$ cat src/rtl/sbt_pkg.sv
// sbt_pkg: shared types, constants and codes of the script byte tokenizer
// no dependencies; imported by every other file of the block
package sbt_pkg;

	localparam int BYTE_BITS     = 8;
	localparam int LINE_BITS     = 24;
	localparam int LINE_OUT_BITS = 24;
	localparam int NUM_BITS      = 32;
	localparam int CFG_ADDR_BITS = 3;
	localparam int CFG_DATA_BITS = 32;
	localparam int CFG_IDX_LSB   = 2;

	localparam logic [BYTE_BITS-1:0] COMMENT_RESET = 8'd59;
	localparam logic [BYTE_BITS-1:0] QUOTE_RESET   = 8'd34;
	localparam logic [BYTE_BITS-1:0] SPACE_BYTE    = 8'd32;
	localparam logic [BYTE_BITS-1:0] NL_BYTE       = 8'd10;

	localparam logic [NUM_BITS-1:0] MAG_CAP = 32'h8000_0000;
	localparam logic [NUM_BITS-1:0] POS_MAX = 32'h7fff_ffff;

	typedef enum logic [1:0] {
		MODE_GAP     = 2'd0,
		MODE_COMMENT = 2'd1,
		MODE_PLAIN   = 2'd2,
		MODE_QUOTED  = 2'd3
	} lex_mode_t;

	typedef enum logic [2:0] {
		PH_START  = 3'd0,
		PH_SIGN   = 3'd1,
		PH_ZERO   = 3'd2,
		PH_HEXPFX = 3'd3,
		PH_DEC    = 3'd4,
		PH_OCT    = 3'd5,
		PH_HEX    = 3'd6,
		PH_BAD    = 3'd7
	} num_phase_t;

	typedef enum logic {
		CFG_COMMENT = 1'b0,
		CFG_QUOTE   = 1'b1
	} cfg_idx_t;

	typedef struct packed {
		logic [BYTE_BITS-1:0] comment_char;
		logic [BYTE_BITS-1:0] quote_char;
	} cfg_t;

	typedef struct packed {
		logic [BYTE_BITS-1:0] byte_value;
		logic                 first_of_script;
		logic                 last_of_script;
	} byte_beat_t;

	typedef struct packed {
		num_phase_t          phase;
		logic                negative;
		logic [NUM_BITS-1:0] accum;
		logic                saturated;
	} num_state_t;

	typedef struct packed {
		logic [BYTE_BITS-1:0]     token_char;
		logic                     char_valid;
		logic                     token_first;
		logic                     token_last;
		logic                     newline_before;
		logic [LINE_OUT_BITS-1:0] line_number;
		logic signed [NUM_BITS-1:0] number_value;
		logic                     number_valid;
	} token_t;

endpackage

$ cat src/rtl/sbt_byte_if.sv
// sbt_byte_if: input channel of the tokenizer, one script byte per beat
// depends on sbt_pkg
interface sbt_byte_if;
	import sbt_pkg::*;

	logic                 valid;
	logic                 ready;
	logic [BYTE_BITS-1:0] byte_value;
	logic                 first_of_script;
	logic                 last_of_script;

	modport source (output valid, output byte_value, output first_of_script,
		output last_of_script, input ready);
	modport sink (input valid, input byte_value, input first_of_script,
		input last_of_script, output ready);
endinterface

$ cat src/rtl/sbt_token_if.sv
// sbt_token_if: output channel of the tokenizer, one token result per beat
// depends on sbt_pkg
interface sbt_token_if;
	import sbt_pkg::*;

	logic                       valid;
	logic                       ready;
	logic [BYTE_BITS-1:0]       token_char;
	logic                       char_valid;
	logic                       token_first;
	logic                       token_last;
	logic                       newline_before;
	logic [LINE_OUT_BITS-1:0]   line_number;
	logic signed [NUM_BITS-1:0] number_value;
	logic                       number_valid;

	modport source (output valid, output token_char, output char_valid,
		output token_first, output token_last, output newline_before,
		output line_number, output number_value, output number_valid, input ready);
	modport sink (input valid, input token_char, input char_valid,
		input token_first, input token_last, input newline_before,
		input line_number, input number_value, input number_valid, output ready);
endinterface

$ cat src/rtl/sbt_cfg_regs.sv
// sbt_cfg_regs: apb register file holding comment and quote characters
// depends on sbt_pkg
module sbt_cfg_regs (
	input  logic                             clk,
	input  logic                             arst_n,
	input  logic                             psel,
	input  logic                             penable,
	input  logic                             pwrite,
	input  logic [sbt_pkg::CFG_ADDR_BITS-1:0] paddr,
	input  logic [sbt_pkg::CFG_DATA_BITS-1:0] pwdata,
	output logic [sbt_pkg::CFG_DATA_BITS-1:0] prdata,
	output logic                             pready,
	output sbt_pkg::cfg_t                    cfg
);
	import sbt_pkg::*;

	cfg_idx_t idx;
	logic     wr;
	cfg_t     cfg_q;

	assign idx    = cfg_idx_t'(paddr[CFG_IDX_LSB]);
	assign wr     = psel && penable && pwrite;
	assign pready = 1'b1;
	assign cfg    = cfg_q;

	always_ff @(posedge clk or negedge arst_n) begin
		if (!arst_n) begin
			cfg_q.comment_char <= COMMENT_RESET;
			cfg_q.quote_char   <= QUOTE_RESET;
		end else if (wr) begin
			case (idx)
				CFG_COMMENT: cfg_q.comment_char <= pwdata[BYTE_BITS-1:0];
				CFG_QUOTE:   cfg_q.quote_char   <= pwdata[BYTE_BITS-1:0];
				default: begin
				end
			endcase
		end
	end

	always_comb begin
		case (idx)
			CFG_COMMENT: prdata = CFG_DATA_BITS'(cfg_q.comment_char);
			CFG_QUOTE:   prdata = CFG_DATA_BITS'(cfg_q.quote_char);
			default:     prdata = '0;
		endcase
	end
endmodule

$ cat src/rtl/sbt_number_unit.sv
// sbt_number_unit: one step of the base-0 integer conversion, saturating
// depends on sbt_pkg
module sbt_number_unit (
	input  sbt_pkg::num_state_t              base,
	input  logic [sbt_pkg::BYTE_BITS-1:0]     byte_value,
	input  logic                             feed,
	output sbt_pkg::num_state_t              nxt_state,
	output logic signed [sbt_pkg::NUM_BITS-1:0] value,
	output logic                             is_int,
	output logic                             at_start
);
	import sbt_pkg::*;

	localparam logic [BYTE_BITS-1:0] CH_0     = 8'h30;
	localparam logic [BYTE_BITS-1:0] CH_7     = 8'h37;
	localparam logic [BYTE_BITS-1:0] CH_9     = 8'h39;
	localparam logic [BYTE_BITS-1:0] CH_LA    = 8'h61;
	localparam logic [BYTE_BITS-1:0] CH_LF    = 8'h66;
	localparam logic [BYTE_BITS-1:0] CH_UA    = 8'h41;
	localparam logic [BYTE_BITS-1:0] CH_UF    = 8'h46;
	localparam logic [BYTE_BITS-1:0] CH_LX    = 8'h78;
	localparam logic [BYTE_BITS-1:0] CH_UX    = 8'h58;
	localparam logic [BYTE_BITS-1:0] CH_PLUS  = 8'h2b;
	localparam logic [BYTE_BITS-1:0] CH_MINUS = 8'h2d;
	localparam int WIDE_BITS = NUM_BITS + 4;

	typedef enum logic [1:0] {RADIX_DEC, RADIX_OCT, RADIX_HEX} radix_t;

	function automatic logic [4:0] hex_digit(input logic [BYTE_BITS-1:0] b);
		if (b >= CH_0 && b <= CH_9) return {1'b0, b[3:0]};
		if ((b >= CH_LA && b <= CH_LF) || (b >= CH_UA && b <= CH_UF))
			return 5'(b[3:0]) + 5'd9;
		return 5'd16;
	endfunction

	logic [4:0]           digit;
	logic                 is_dec, is_oct, is_hex, is_space, lead, acc_req;
	radix_t               radix;
	logic [WIDE_BITS-1:0] scaled, sum;
	num_state_t           fed;
	logic [NUM_BITS-1:0]  mag;

	always_comb begin
		digit    = hex_digit(byte_value);
		is_dec   = byte_value >= CH_0 && byte_value <= CH_9;
		is_oct   = byte_value >= CH_0 && byte_value <= CH_7;
		is_hex   = !digit[4];
		is_space = byte_value == SPACE_BYTE || (byte_value >= 8'd9 && byte_value <= 8'd13);
		lead     = 1'b0;
		acc_req  = 1'b0;
		radix    = RADIX_DEC;
		fed      = base;

		case (base.phase)
			PH_START: begin
				if (is_space) begin
				end else if (byte_value == CH_PLUS) begin
					fed.phase = PH_SIGN;
				end else if (byte_value == CH_MINUS) begin
					fed.negative = 1'b1;
					fed.phase    = PH_SIGN;
				end else begin
					lead = 1'b1;
				end
			end
			PH_SIGN: lead = 1'b1;
			PH_ZERO: begin
				if (byte_value == CH_LX || byte_value == CH_UX) begin
					fed.phase = PH_HEXPFX;
				end else if (is_oct) begin
					acc_req   = 1'b1;
					radix     = RADIX_OCT;
					fed.phase = PH_OCT;
				end else begin
					fed.phase = PH_BAD;
				end
			end
			PH_HEXPFX, PH_HEX: begin
				if (is_hex) begin
					acc_req   = 1'b1;
					radix     = RADIX_HEX;
					fed.phase = PH_HEX;
				end else begin
					fed.phase = PH_BAD;
				end
			end
			PH_DEC: begin
				if (is_dec) acc_req = 1'b1;
				else fed.phase = PH_BAD;
			end
			PH_OCT: begin
				radix = RADIX_OCT;
				if (is_oct) acc_req = 1'b1;
				else fed.phase = PH_BAD;
			end
			default: fed.phase = PH_BAD;
		endcase

		// leading digit after optional sign
		if (lead) begin
			if (byte_value == CH_0) begin
				fed.phase = PH_ZERO;
			end else if (is_dec) begin
				acc_req   = 1'b1;
				fed.phase = PH_DEC;
			end else begin
				fed.phase = PH_BAD;
			end
		end

		// accum times radix by shifts, then add the digit
		case (radix)
			RADIX_HEX: scaled = {base.accum, 4'b0000};
			RADIX_OCT: scaled = {1'b0, base.accum, 3'b000};
			default:   scaled = {1'b0, base.accum, 3'b000} + {3'b000, base.accum, 1'b0};
		endcase
		sum = scaled + WIDE_BITS'(digit[3:0]);

		if (acc_req) begin
			if (base.saturated || sum > WIDE_BITS'(MAG_CAP)) begin
				fed.accum     = MAG_CAP;
				fed.saturated = 1'b1;
			end else begin
				fed.accum = sum[NUM_BITS-1:0];
			end
		end

		nxt_state = feed ? fed : base;

		if (nxt_state.negative)
			mag = (nxt_state.accum >= MAG_CAP) ? MAG_CAP : (NUM_BITS'(0) - nxt_state.accum);
		else
			mag = (nxt_state.accum > POS_MAX) ? POS_MAX : nxt_state.accum;
		value = signed'(mag);

		is_int   = nxt_state.phase == PH_ZERO || nxt_state.phase == PH_DEC ||
			nxt_state.phase == PH_OCT || nxt_state.phase == PH_HEX;
		at_start = nxt_state.phase == PH_START;
	end
endmodule

$ cat src/rtl/sbt_lex_core.sv
// sbt_lex_core: lexer state registers and the per-byte token decision
// depends on sbt_pkg and sbt_number_unit
module sbt_lex_core (
	input  logic                clk,
	input  logic                arst_n,
	input  logic                step,
	input  sbt_pkg::byte_beat_t beat,
	input  sbt_pkg::cfg_t       cfg,
	output logic                emit,
	output sbt_pkg::token_t     result
);
	import sbt_pkg::*;

	localparam logic [LINE_BITS-1:0] LINE_MAX = '1;
	localparam logic [LINE_BITS-1:0] LINE_ONE = LINE_BITS'(1);

	lex_mode_t           mode_q, mode_eff, mode_n;
	logic [LINE_BITS-1:0] line_q, line_eff, line_n, line_inc;
	logic                nl_q, nl_eff, nl_n;
	logic                fp_q, fp_eff, fp_n;
	num_state_t          num_q, num_base, num_n, num_clear;
	logic [BYTE_BITS-1:0] b;
	logic                is_ws, is_cc, is_qc, is_nl, last;
	logic                clear_num, do_feed, cv, tf, tl;
	logic signed [NUM_BITS-1:0] num_value;
	logic                num_int, num_start;
	logic [31:0]         line_wide;

	assign num_clear = '{phase: PH_START, negative: 1'b0, accum: '0, saturated: 1'b0};

	sbt_number_unit u_num (
		.base       (num_base),
		.byte_value (b),
		.feed       (do_feed),
		.nxt_state  (num_n),
		.value      (num_value),
		.is_int     (num_int),
		.at_start   (num_start)
	);

	always_comb begin
		b     = beat.byte_value;
		last  = beat.last_of_script;
		is_ws = b <= SPACE_BYTE;
		is_cc = b == cfg.comment_char;
		is_qc = b == cfg.quote_char;
		is_nl = b == NL_BYTE;

		// script restart
		mode_eff = beat.first_of_script ? MODE_GAP : mode_q;
		line_eff = beat.first_of_script ? LINE_ONE : line_q;
		nl_eff   = beat.first_of_script ? 1'b0 : nl_q;
		fp_eff   = beat.first_of_script ? 1'b0 : fp_q;
		line_inc = (line_eff == LINE_MAX) ? line_eff : line_eff + LINE_ONE;

		// a new token or quote from the gap starts a fresh conversion
		clear_num = beat.first_of_script || (mode_eff == MODE_GAP && !is_ws && !is_cc);
		num_base  = clear_num ? num_clear : num_q;

		emit    = 1'b0;
		cv      = 1'b0;
		tf      = 1'b0;
		tl      = 1'b0;
		do_feed = 1'b0;
		mode_n  = mode_eff;
		line_n  = line_eff;
		nl_n    = nl_eff;
		fp_n    = fp_eff;

		case (mode_eff)
			MODE_COMMENT: begin
				if (is_nl) begin
					line_n = line_inc;
					nl_n   = 1'b1;
					mode_n = MODE_GAP;
				end
			end
			MODE_PLAIN: begin
				if (is_ws || is_cc) begin
					emit = 1'b1;
					tl   = 1'b1;
					nl_n = 1'b0;
					if (is_ws) begin
						mode_n = MODE_GAP;
						if (is_nl) begin
							line_n = line_inc;
							nl_n   = 1'b1;
						end
					end else begin
						mode_n = MODE_COMMENT;
					end
				end else begin
					do_feed = 1'b1;
					emit    = 1'b1;
					cv      = 1'b1;
					tl      = last;
				end
			end
			MODE_QUOTED: begin
				emit = 1'b1;
				tf   = fp_eff;
				fp_n = 1'b0;
				if (is_qc) begin
					tl     = 1'b1;
					nl_n   = 1'b0;
					mode_n = MODE_GAP;
				end else begin
					do_feed = 1'b1;
					cv      = 1'b1;
					tl      = last;
				end
			end
			default: begin
				if (is_ws) begin
					if (is_nl) begin
						line_n = line_inc;
						nl_n   = 1'b1;
					end
				end else if (is_cc) begin
					mode_n = MODE_COMMENT;
				end else if (is_qc) begin
					if (last) begin
						emit = 1'b1;
						tf   = 1'b1;
						tl   = 1'b1;
					end else begin
						mode_n = MODE_QUOTED;
						fp_n   = 1'b1;
					end
				end else begin
					do_feed = 1'b1;
					emit    = 1'b1;
					cv      = 1'b1;
					tf      = 1'b1;
					tl      = last;
					mode_n  = MODE_PLAIN;
				end
			end
		endcase

		if (last) begin
			mode_n = MODE_GAP;
			fp_n   = 1'b0;
			nl_n   = 1'b0;
		end

		line_wide             = 32'(line_eff);
		result.token_char     = cv ? b : '0;
		result.char_valid     = cv;
		result.token_first    = tf;
		result.token_last     = tl;
		result.newline_before = nl_eff;
		result.line_number    = line_wide[LINE_OUT_BITS-1:0];
		result.number_value   = num_value;
		result.number_valid   = tl && (num_int || (num_start && tf && !cv));
	end

	always_ff @(posedge clk or negedge arst_n) begin
		if (!arst_n) begin
			mode_q <= MODE_GAP;
			line_q <= '0;
			nl_q   <= 1'b0;
			fp_q   <= 1'b0;
			num_q  <= '{phase: PH_START, negative: 1'b0, accum: '0, saturated: 1'b0};
		end else if (step) begin
			mode_q <= mode_n;
			line_q <= line_n;
			nl_q   <= nl_n;
			fp_q   <= fp_n;
			num_q  <= num_n;
		end
	end
endmodule

$ cat src/rtl/script_byte_tokenizer_unit.sv
// script_byte_tokenizer_unit: top level of the script byte tokenizer
// depends on sbt_pkg, sbt_byte_if, sbt_token_if, sbt_cfg_regs, sbt_lex_core
//
// Takes one script byte per beat and gives at most one token result per byte.
// Sustained rate is one byte per clock while the result side is not stalled;
// an input beat reaches its result through the input register, then the
// result register. The rate is set by the lexer state loop: mode, line count
// and the running integer conversion are updated together from the registered
// byte, so each byte sees the state left by the one before. The input register
// frees up whenever the result register is empty or being taken, so a new byte
// is accepted while the previous result still waits, and stalls only when both
// stages hold data. Bytes that give no result (whitespace, comments, an
// opening quote) still step the lexer state. Comment and quote characters live
// in two apb registers at byte addresses 0 and 4; write them only while idle.
// There is no clearing pass after reset.
module script_byte_tokenizer_unit (
	input  logic                             clk,
	input  logic                             arst_n,
	input  logic                             psel,
	input  logic                             penable,
	input  logic                             pwrite,
	input  logic [sbt_pkg::CFG_ADDR_BITS-1:0] paddr,
	input  logic [sbt_pkg::CFG_DATA_BITS-1:0] pwdata,
	output logic [sbt_pkg::CFG_DATA_BITS-1:0] prdata,
	output logic                             pready,
	sbt_byte_if.sink                         byte_in,
	sbt_token_if.source                      token_out
);
	import sbt_pkg::*;

	cfg_t       cfg;
	byte_beat_t beat_s1;
	logic       valid_s1;
	token_t     tok_s2, result;
	logic       valid_s2;
	logic       advance, step, emit, in_fire;

	// result register can take a new value when empty or being drained
	assign advance       = !valid_s2 || token_out.ready;
	assign step          = valid_s1 && advance;
	assign byte_in.ready = !valid_s1 || advance;
	assign in_fire       = byte_in.valid && byte_in.ready;

	sbt_cfg_regs u_cfg (
		.clk     (clk),
		.arst_n  (arst_n),
		.psel    (psel),
		.penable (penable),
		.pwrite  (pwrite),
		.paddr   (paddr),
		.pwdata  (pwdata),
		.prdata  (prdata),
		.pready  (pready),
		.cfg     (cfg)
	);

	// input register
	always_ff @(posedge clk or negedge arst_n) begin
		if (!arst_n) begin
			valid_s1 <= 1'b0;
		end else if (in_fire) begin
			valid_s1 <= 1'b1;
		end else if (advance) begin
			valid_s1 <= 1'b0;
		end
	end

	always_ff @(posedge clk) begin
		if (in_fire) begin
			beat_s1.byte_value      <= byte_in.byte_value;
			beat_s1.first_of_script <= byte_in.first_of_script;
			beat_s1.last_of_script  <= byte_in.last_of_script;
		end
	end

	// lexer state and per-byte decision
	sbt_lex_core u_core (
		.clk    (clk),
		.arst_n (arst_n),
		.step   (step),
		.beat   (beat_s1),
		.cfg    (cfg),
		.emit   (emit),
		.result (result)
	);

	// result register
	always_ff @(posedge clk or negedge arst_n) begin
		if (!arst_n) begin
			valid_s2 <= 1'b0;
		end else if (advance) begin
			valid_s2 <= step && emit;
		end
	end

	always_ff @(posedge clk) begin
		if (step && emit) begin
			tok_s2 <= result;
		end
	end

	assign token_out.valid          = valid_s2;
	assign token_out.token_char     = tok_s2.token_char;
	assign token_out.char_valid     = tok_s2.char_valid;
	assign token_out.token_first    = tok_s2.token_first;
	assign token_out.token_last     = tok_s2.token_last;
	assign token_out.newline_before = tok_s2.newline_before;
	assign token_out.line_number    = tok_s2.line_number;
	assign token_out.number_value   = tok_s2.number_value;
	assign token_out.number_valid   = tok_s2.number_valid;
endmodule

$ cat src/flat_wrapper.sv
// flat-port wrapper written by rule: the top's interface ports become plain ports
module script_byte_tokenizer_unit_flat import sbt_pkg::*;
  (clk, arst_n, psel, penable, pwrite, paddr, pwdata, prdata, pready, byte_in_valid, byte_in_byte_value, byte_in_first_of_script, byte_in_last_of_script, byte_in_ready, token_out_valid, token_out_token_char, token_out_char_valid, token_out_token_first, token_out_token_last, token_out_newline_before, token_out_line_number, token_out_number_value, token_out_number_valid, token_out_ready);
  sbt_byte_if byte_in_i ();
  sbt_token_if token_out_i ();
  input  logic clk;
  input  logic arst_n;
  input  logic psel;
  input  logic penable;
  input  logic pwrite;
  input  logic [sbt_pkg::CFG_ADDR_BITS-1:0] paddr;
  input  logic [sbt_pkg::CFG_DATA_BITS-1:0] pwdata;
  output logic [sbt_pkg::CFG_DATA_BITS-1:0] prdata;
  output logic pready;
  input wire logic [$bits(byte_in_i.valid)-1:0] byte_in_valid;
  input wire logic [$bits(byte_in_i.byte_value)-1:0] byte_in_byte_value;
  input wire logic [$bits(byte_in_i.first_of_script)-1:0] byte_in_first_of_script;
  input wire logic [$bits(byte_in_i.last_of_script)-1:0] byte_in_last_of_script;
  output wire logic [$bits(byte_in_i.ready)-1:0] byte_in_ready;
  output wire logic [$bits(token_out_i.valid)-1:0] token_out_valid;
  output wire logic [$bits(token_out_i.token_char)-1:0] token_out_token_char;
  output wire logic [$bits(token_out_i.char_valid)-1:0] token_out_char_valid;
  output wire logic [$bits(token_out_i.token_first)-1:0] token_out_token_first;
  output wire logic [$bits(token_out_i.token_last)-1:0] token_out_token_last;
  output wire logic [$bits(token_out_i.newline_before)-1:0] token_out_newline_before;
  output wire logic [$bits(token_out_i.line_number)-1:0] token_out_line_number;
  output wire logic [$bits(token_out_i.number_value)-1:0] token_out_number_value;
  output wire logic [$bits(token_out_i.number_valid)-1:0] token_out_number_valid;
  input wire logic [$bits(token_out_i.ready)-1:0] token_out_ready;
  assign byte_in_i.valid = byte_in_valid;
  assign byte_in_i.byte_value = byte_in_byte_value;
  assign byte_in_i.first_of_script = byte_in_first_of_script;
  assign byte_in_i.last_of_script = byte_in_last_of_script;
  assign byte_in_ready = byte_in_i.ready;
  assign token_out_valid = token_out_i.valid;
  assign token_out_token_char = token_out_i.token_char;
  assign token_out_char_valid = token_out_i.char_valid;
  assign token_out_token_first = token_out_i.token_first;
  assign token_out_token_last = token_out_i.token_last;
  assign token_out_newline_before = token_out_i.newline_before;
  assign token_out_line_number = token_out_i.line_number;
  assign token_out_number_value = token_out_i.number_value;
  assign token_out_number_valid = token_out_i.number_valid;
  assign token_out_i.ready = token_out_ready;
  script_byte_tokenizer_unit u_core (.clk(clk), .arst_n(arst_n), .psel(psel), .penable(penable), .pwrite(pwrite), .paddr(paddr), .pwdata(pwdata), .prdata(prdata), .pready(pready), .byte_in(byte_in_i), .token_out(token_out_i));
endmodule
$ cat config.mk
export PLATFORM = sky130hd
export DESIGN_NAME = script_byte_tokenizer_unit_flat
export DESIGN_NICKNAME = d
export VERILOG_FILES = /design/src/rtl/sbt_pkg.sv /design/src/rtl/sbt_byte_if.sv /design/src/rtl/sbt_token_if.sv /design/src/rtl/sbt_cfg_regs.sv /design/src/rtl/sbt_number_unit.sv /design/src/rtl/sbt_lex_core.sv /design/src/rtl/script_byte_tokenizer_unit.sv /design/src/flat_wrapper.sv
export SDC_FILE = /design/constraint.sdc
export NUM_CORES = 1
export LEC_CHECK = 0
export ABC_CLOCK_PERIOD_IN_PS = 11300
export BUFFER_PORTS_ARGS = -buffer_cell sky130_fd_sc_hd__buf_4
export CORE_UTILIZATION = 23
export DETAILED_ROUTE_END_ITERATION = 8
export GPL_TIMING_DRIVEN = 0
export SETUP_SLACK_MARGIN = 0.5
export SLEW_MARGIN = 20
export SYNTH_ARGS = -nofsm -noshare
export SYNTH_HDL_FRONTEND = slang
export SYNTH_HIERARCHICAL = 1
export SYNTH_SLANG_ARGS = --single-unit
$ cat constraint.sdc
create_clock -name clk -period 11.3 [get_ports clk]
set_input_delay 0.565 -clock clk [delete_from_list [all_inputs] [get_ports clk]]
set_output_delay 0.565 -clock clk [all_outputs]
set_load 0.005 [all_outputs]
==> results of run 1 <==
==> stage by stage <==
stage / total power, mW / utilization [%] / setup TNS, ns / worst slack [ns] / std cells
global route: 2.07 / 28.1 / 0 / 0.501 / 2699
global placement: 1.39 / 26.4 / -102.61 / -3.26 / 2642
finish: 1.97 / 28.1 / 0 / 0.875 / 2699
floorplan: 1.13 / - / 0 / 0.719 / 1702
detailed placement: 1.40 / 26.6 / -97.97 / -3.25 / 2645
CTS: 1.98 / 27.8 / 0 / 0.502 / 2690
==> timing repair <==
item / CTS / global route
resized for setup: 38 / 24
setup endpoints to repair: 65 / 22
setup buffers: 13 / 9
pin swaps: 3 / 5
==> worst register-to-register path: cells and delay by family (launching register included) <==
kind | cells | cell delay, ns
AOI/OAI and AO/OA | 8 | 1.69
xor gates and xnor gates | 1 | 0.15
adders and majority gates | 5 | 1.33
buffers and inverters | 15 | 2.76
DFF | 1 | 0.44
and+or+nand+nor | 15 | 3.78
==> cells by family after synthesis <==
logic type | count (synthesis)
AO/OA/AOI/OAI | 510
XOR/XNOR | 59
adder cells (fa/ha/maj) | 49
buffers and inverters | 186
flip-flops | 162
multiplexers | 77
other | 2
AND/OR/NAND/NOR | 634
==> report_power, final <==
group / leakage (nW) / internal, mW / switching [mW]
logic: 4.90 / 0.251 / 0.343
clock network: 0.270 / 0.307 / 0.256
registers: 1.86 / 0.744 / 0.0729
total: 7.04 / 1.30 / 0.672
==> state kept, by name, indices dropped and copies added, names as in the netlist, 2 cells and up <==
register and flops:
u_core/u_core/mode_q 2, u_core/token_out.token_char 8, u_core/u_core/num_q 37, u_core/u_core/line_q 24, u_core/token_out.line_number 24, u_core/token_out.number_value 32
u_core/beat_s1 10, u_core/u_cfg/cfg 16
==> final timing paths <==
| kind | from | slack, ns | to |
|---|---|---|---|
| max | u_core/beat_s1[1]$_DFFE_PP_ | 0.87 | u_core/token_out.number_value[18]$_DFFE_PP_ |
| max in group asynchronous | arst_n | 10.48 | u_core/u_cfg/cfg[9]$_DFFE_PN1P_ |
| max reg2reg | u_core/beat_s1[1]$_DFFE_PP_ | 0.87 | u_core/token_out.number_value[18]$_DFFE_PP_ |
| min reg2reg | u_core/u_core/mode_q[0]$_DFFE_PN0P_ | 0.49 | u_core/u_core/mode_q[0]$_DFFE_PN0P_ |
| min | arst_n | 0.11 | u_core/u_core/line_q[15]$_DFFE_PN0P_ |
| min in group clk | byte_in_first_of_script | 0.30 | u_core/beat_s1[1]$_DFFE_PP_ |
==> area by class of cell <==
cell class / instances / area (um^2) / share of cell area (%)
timing repair buffer: 128 / 1010 / 5.80
clock buffer: 18 / 429 / 2.47
buffer: 127 / 714 / 4.12
inverter: 59 / 221 / 1.28
multi-input combinational: 1354 / 9350 / 53.9
sequential: 162 / 4460 / 25.7
tap: 837 / 1050 / 6.04
clock inverter: 14 / 131 / 0.757
==> cells in the mapped netlist (31+ instances only) <==
cell type / count / area (um^2)
xnor2_1: 36 / 315
a21oi_1: 97 / 485
buf_4: 31 / 233
dfrtp_1: 76 / 1900
nor3_1: 52 / 260
nor2b_1: 42 / 263
nand2_1: 133 / 499
edfxtp_1: 79 / 2370
mux2_2: 66 / 743
o21ai_0: 89 / 445
nand3_1: 46 / 230
nand4_1: 46 / 288
clkbuf_1: 68 / 255
and2_1: 55 / 344
nor2_1: 104 / 390
inv_1: 57 / 214
ha_1: 47 / 588
==> layer usage <==
| metal | up-vias | part of all wire (%) | GRT usage [%] |
|---|---|---|---|
| met2 | 673 | 46 | 25.3 |
| li1 | 6692 | - | - |
| met5 | - | 0 | 0 |
| met3 | 73 | 7.5 | 2.23 |
| met1 | 7103 | 45 | 22.1 |
| met4 | 0 | 1.8 | 3.50 |
==> flow_metrics.py, run 1 <==
metrics = {
    "clocking": {
        "clk_pin_slew_ns": 0.07,
        "htree_levels": 4,
        "tritoncts.num_buffers": 17,
        "cts_root_buffer": "clkbuf_16",
        "clk-insertion-delay-late_ns": 0.43,
        "tritoncts_num_sinks": 162,
        "tritoncts": "yes",
        "cts_max_path_buffers": 2,
        "cts-hold-fix-buffers": 0,
    },
    "finish": {
        "final_design_area_no_fill_um2": 17400,
        "nets": 1950,
        "insertedDiodeCount": 0,
        "mostFrequentLayoutCell": "buf_4",
        "area.growth.synth_to_final_pct": 20.2,
        "mostFrequentLayoutCells": "159 x buf_4, 132 x nand2_1, 104 x nor2_1",
        "num-fill-cells": 6513,
        "share_of_layout_cells_above_drive_strength_1_pct": 19.7,
    },
    "timing": {
        "slew_hr_pct": 18.4,
        "worst_clock_skew_ns": 0.0127,
        "hold_violation_total_from_the_final_report": 0,
        "holdWs_ns": 0.113,
        "final_min_period_over_clock_period_pct": 92.3,
        "rsz0062_at_grt": "no",
        "period_needed_ns": 10.43,
        "maxSlewViolCount": 0,
        "max_freq_ghz": 0.0959,
        "report.final.setup_viol": 0,
        "tightest_slew_ns": 1.21,
    },
    "floorplan": {
        "die_width_um": 253,
        "num_io_pins": 156,
        "die_height_um": 253,
        "core_area_um2": 61800,
        "rows": 91,
        "overall_die_area_um2": 63800,
        "initial_utilization_pct": 23.4,
    },
    "setup_path": {
        "cp.depth": 44,
        "timing.setup.critical_path_class": "reg -> reg",
        "rr_worst_depth": 44,
        "max_stage_delay_ns": 0.51,
        "worst-endpoint-arrival_ns": 10.60,
        "worstPathRequired_ns": 11.48,
        "worst_setup_path_end_kind": "flip-flop",
        "cell_type_group_with_the_largest_total_delay_on_the_critical_path": "simple AND/OR/NAND/NOR gates",
        "crit_buf_inv": 15,
        "cp_max_fo": 10,
        "worstSetupStartpointType": "flip-flop",
        "slowest_stage": "or4_4",
        "timing.critical_path.mode_cell": "buf_6",
    },
    "yosys": {
        "syn_area_um2": 14400,
        "synthCells": 1679,
        "syn_avg_cell_area_um2": 8.60,
        "yosysWarningCount": 6,
        "synth.mux.area_fraction_pct": 5.91,
        "ys_ff_latch": 162,
        "synth_adder_area_share_pct": 4.35,
        "synth_async_sr_flop_share_pct": 51.2,
        "complex_gate_fraction_of_the_synthesized_area_pct": 25.3,
        "main_combinational_cell_family_by_area_after_synthesis": "compound AO/OA/AOI/OAI gates",
        "yosys.area_share.xor_xnor_pct": 3.58,
        "yosysSeqAreaShare_pct": 30.9,
        "synth_edf_count": 79,
        "ys.flop_type": "edfxtp_1",
        "synthSimpleGateAreaFrac_pct": 24.0,
        "synth.distinct_cells": 110,
    },
    "power_and_ir_drop": {
        "power.static_leakage_nw": 7.04,
        "powerDensity_nw_per_um2": 114,
        "vdd.ir_drop.worst_v": 0.0000909,
    },
    "grt": {
        "grt-ovfl-total": 0,
        "wire_length_of_the_first_global_routing_pass_um": 79400,
        "vias_in_the_first_global_route": 13583,
        "globalRouteTotalUtil_pct": 15.7,
        "grt_max_degree": 48,
        "grt_antenna_before_repair": 0,
    },
    "min_path": {
        "tightest_hold_check_type": "in -> async",
    },
    "route": {
        "detail_route.drc_violations": 0,
        "drt.antenna.violating_nets": 0,
        "routed_wire_length_per_instance_um": 19.2,
        "detailedRoute.firstPassIterationCount": 5,
        "viasPerCell": 5.39,
        "wirelength_um": 51900,
        "dr_iter_0_viols": 1554,
        "vias": 14541,
    },
    "place": {
        "detailed_place_hpwl_um": 39600,
        "io_buffer_count": 103,
        "gp_congestion": 0.971,
        "postPlaceCellArea_um2": 16400,
    },
    "status": {
        "status": "completed",
    },
    "flow_run": {
        "timing.max_cap.violations": 0,
    },
}
Power figures use the tool's default switching activity.
==> run 2, diff against run 1 <==
--- a/config.mk
+++ b/config.mk
@@ -10,6 +10,7 @@
 export CORE_UTILIZATION = 23
 export DETAILED_ROUTE_END_ITERATION = 8
 export GPL_TIMING_DRIVEN = 0
+export PLACE_DENSITY = 0.43
 export SETUP_SLACK_MARGIN = 0.5
 export SLEW_MARGIN = 20
 export SYNTH_ARGS = -nofsm -noshare
==> flow_metrics.py, run 2 (synthesis gave the netlist of run 1 again) <==
metrics = {
    "clocking": {
        "clk_pin_slew_ns": 0.07,
        "tritoncts": "yes",
        "cts_max_path_buffers": 2,
        "clk-insertion-delay-late_ns": 0.45,
        "cts_root_buffer": "clkbuf_16",
        "htree_levels": 4,
        "tritoncts_num_sinks": 162,
        "cts-hold-fix-buffers": 0,
        "tritoncts.num_buffers": 17,
    },
    "floorplan": {
        "num_io_pins": 156,
        "die_height_um": 253,
        "initial_utilization_pct": 23.4,
        "die_width_um": 253,
        "rows": 91,
        "core_area_um2": 61800,
        "overall_die_area_um2": 63800,
    },
    "finish": {
        "mostFrequentLayoutCells": "149 x buf_4, 132 x nand2_1, 104 x nor2_1",
        "largest-register": "u_core/u_core/num_q",
        "area.growth.synth_to_final_pct": 19.8,
        "num-fill-cells": 6659,
        "nets": 1942,
        "mostFrequentLayoutCell": "buf_4",
        "insertedDiodeCount": 0,
        "share_of_layout_cells_above_drive_strength_1_pct": 19.4,
        "largest_register_ff_count": 37,
    },
    "timing": {
        "max_freq_ghz": 0.0957,
        "final_min_period_over_clock_period_pct": 92.4,
        "final_critical_path_setup_slack_ns": 0.856,
        "holdWs_ns": 0.223,
        "worst_clock_skew_ns": 0.0149,
        "period_needed_ns": 10.44,
        "slew_hr_pct": 36.5,
        "hold_violation_total_from_the_final_report": 0,
        "report.final.setup_viol": 0,
        "setup_total_negative_slack_ns": 0,
        "rsz0062_at_grt": "yes",
        "tightest_slew_ns": 0.949,
        "maxSlewViolCount": 0,
    },
    "route": {
        "wirelength_um": 55200,
        "vias": 14332,
        "viasPerCell": 5.33,
        "detailedRoute.firstPassIterationCount": 6,
        "detail_route.drc_violations": 0,
        "dr_iter_0_viols": 1595,
        "drt.antenna.violating_nets": 0,
        "routed_wire_length_per_instance_um": 20.5,
    },
    "grt": {
        "grt-ovfl-total": 0,
        "wire_length_of_the_first_global_routing_pass_um": 83400,
        "grt_antenna_before_repair": 1,
        "globalRouteTotalUtil_pct": 17.1,
        "grt_max_degree": 84,
        "vias_in_the_first_global_route": 13409,
    },
    "setup_path": {
        "worstSetupStartpointType": "flip-flop",
        "slowest_stage": "or4_4",
        "worst-endpoint-arrival_ns": 10.64,
        "worstPathRequired_ns": 11.49,
        "timing.setup.critical_path_class": "reg -> reg",
        "cp_max_fo": 10,
        "r2r-start": "u_core/beat_s1[1]$_DFFE_PP_",
        "max_stage_delay_ns": 0.52,
        "rr_worst_depth": 45,
        "r2r_end": "u_core/token_out.number_value[18]$_DFFE_PP_",
        "reg_to_reg_setup_timing_slack_ns": 0.86,
        "worst_setup_path_end_kind": "flip-flop",
        "timing.critical_path.mode_cell": "buf_6",
    },
    "place": {
        "detailed_place_hpwl_um": 42300,
        "gp_congestion": 0.910,
        "pre_cts_ws_ns": -3.90,
        "io_buffer_count": 103,
    },
    "power_and_ir_drop": {
        "power.static_leakage_nw": 7.00,
        "total_power_mw": 1.99,
        "internal_power_mw": 1.30,
        "sw_frac_of_total_pct": 34.7,
        "powerDensity_nw_per_um2": 115,
        "clkPwrFrac_pct": 28.9,
        "comb_power_share_pct": 30.0,
        "p_seq_share_pct": 41.1,
        "net-switching-power_mw": 0.689,
        "vdd.ir_drop.worst_v": 0.000115,
    },
    "flow_run": {
        "timing.max_cap.violations": 0,
    },
    "status": {
        "status": "completed",
    },
    "min_path": {
        "tightest_hold_check_type": "in -> async",
    },
}
[run 2: critical path, delay by kind of cell (launching register included)]
| family | cells | cell delay, ns |
|---|---|---|
| simple gates | 15 | 3.67 |
| buf+inv | 16 | 2.89 |
| compound gates | 8 | 1.64 |
| fa+ha+maj | 5 | 1.33 |
| flops | 1 | 0.45 |
| xor+xnor | 1 | 0.16 |
[run 2: how the worst max path moves through the flow]
stage / start / end / slack (ns)
after floorplan: u_core/beat_s1[1]$_DFFE_PP_ / u_core/token_out.number_value[18]$_DFFE_PP_ / 0.72
after detailed placement: u_core/beat_s1[1]$_DFFE_PP_ / u_core/token_out.number_value[28]$_DFFE_PP_ / -3.90
after global routing: u_core/beat_s1[3]$_DFFE_PP_ / u_core/token_out.number_value[18]$_DFFE_PP_ / 0.36
final: u_core/beat_s1[1]$_DFFE_PP_ / u_core/token_out.number_value[18]$_DFFE_PP_ / 0.86
after CTS: u_core/beat_s1[1]$_DFFE_PP_ / u_core/token_out.number_value[18]$_DFFE_PP_ / 0.54
after global placement: u_core/beat_s1[1]$_DFFE_PP_ / u_core/token_out.number_value[30]$_DFFE_PP_ / -3.98
[run 2: power groups by stage]
stage | logic [mW] | clock network, mW | registers [mW]
2_1_floorplan | 0.317 | 0 | 0.814
3_3_place_gp | 0.562 | 0 | 0.839
3_5_place_dp | 0.576 | 0 | 0.829
4_1_cts | 0.592 | 0.593 | 0.816
5_1_grt | 0.648 | 0.621 | 0.828
6_report | 0.596 | 0.575 | 0.815
[run 2: timing repair]
action	4_1_cts	5_1_grt
setup buffers	10	5
hold endpoints to repair	0	0
gates cloned	0	0
resized for setup	46	16
setup endpoints to repair	65	27
pin swaps	3	4
[run 2: final cells by class]
| cell class | count | area (um^2) | share of cell area (%) |
|---|---|---|---|
| Clock buffer | 18 | 429 | 2.48 |
| Inverter | 59 | 221 | 1.28 |
| Multi-Input combinational cell | 1354 | 9360 | 54.1 |
| Clock inverter | 14 | 130 | 0.752 |
| Timing Repair Buffer | 120 | 930 | 5.38 |
| Tap cell | 837 | 1050 | 6.06 |
| Buffer | 127 | 721 | 4.17 |
| Sequential cell | 162 | 4460 | 25.8 |
[run 2: metrics by stage]
stage	util, %	instance area [um^2]	std cells
after floorplan	-	14500	1702
after global placement	26.4	16300	2642
after detailed placement	26.5	16400	2644
after CTS	27.8	17200	2686
after global routing	28.0	17300	2691
final	28.0	17300	2691
[run 2: routing by layer]
metal / wire length (um) / track usage [%] / vias to the layer above
met5: 0 / 0 / -
met4: 1020 / 4.33 / 0
met3: 3410 / 2.76 / 54
met2: 24200 / 25.7 / 568
met1: 26600 / 25.0 / 7041
li1: - / - / 6669
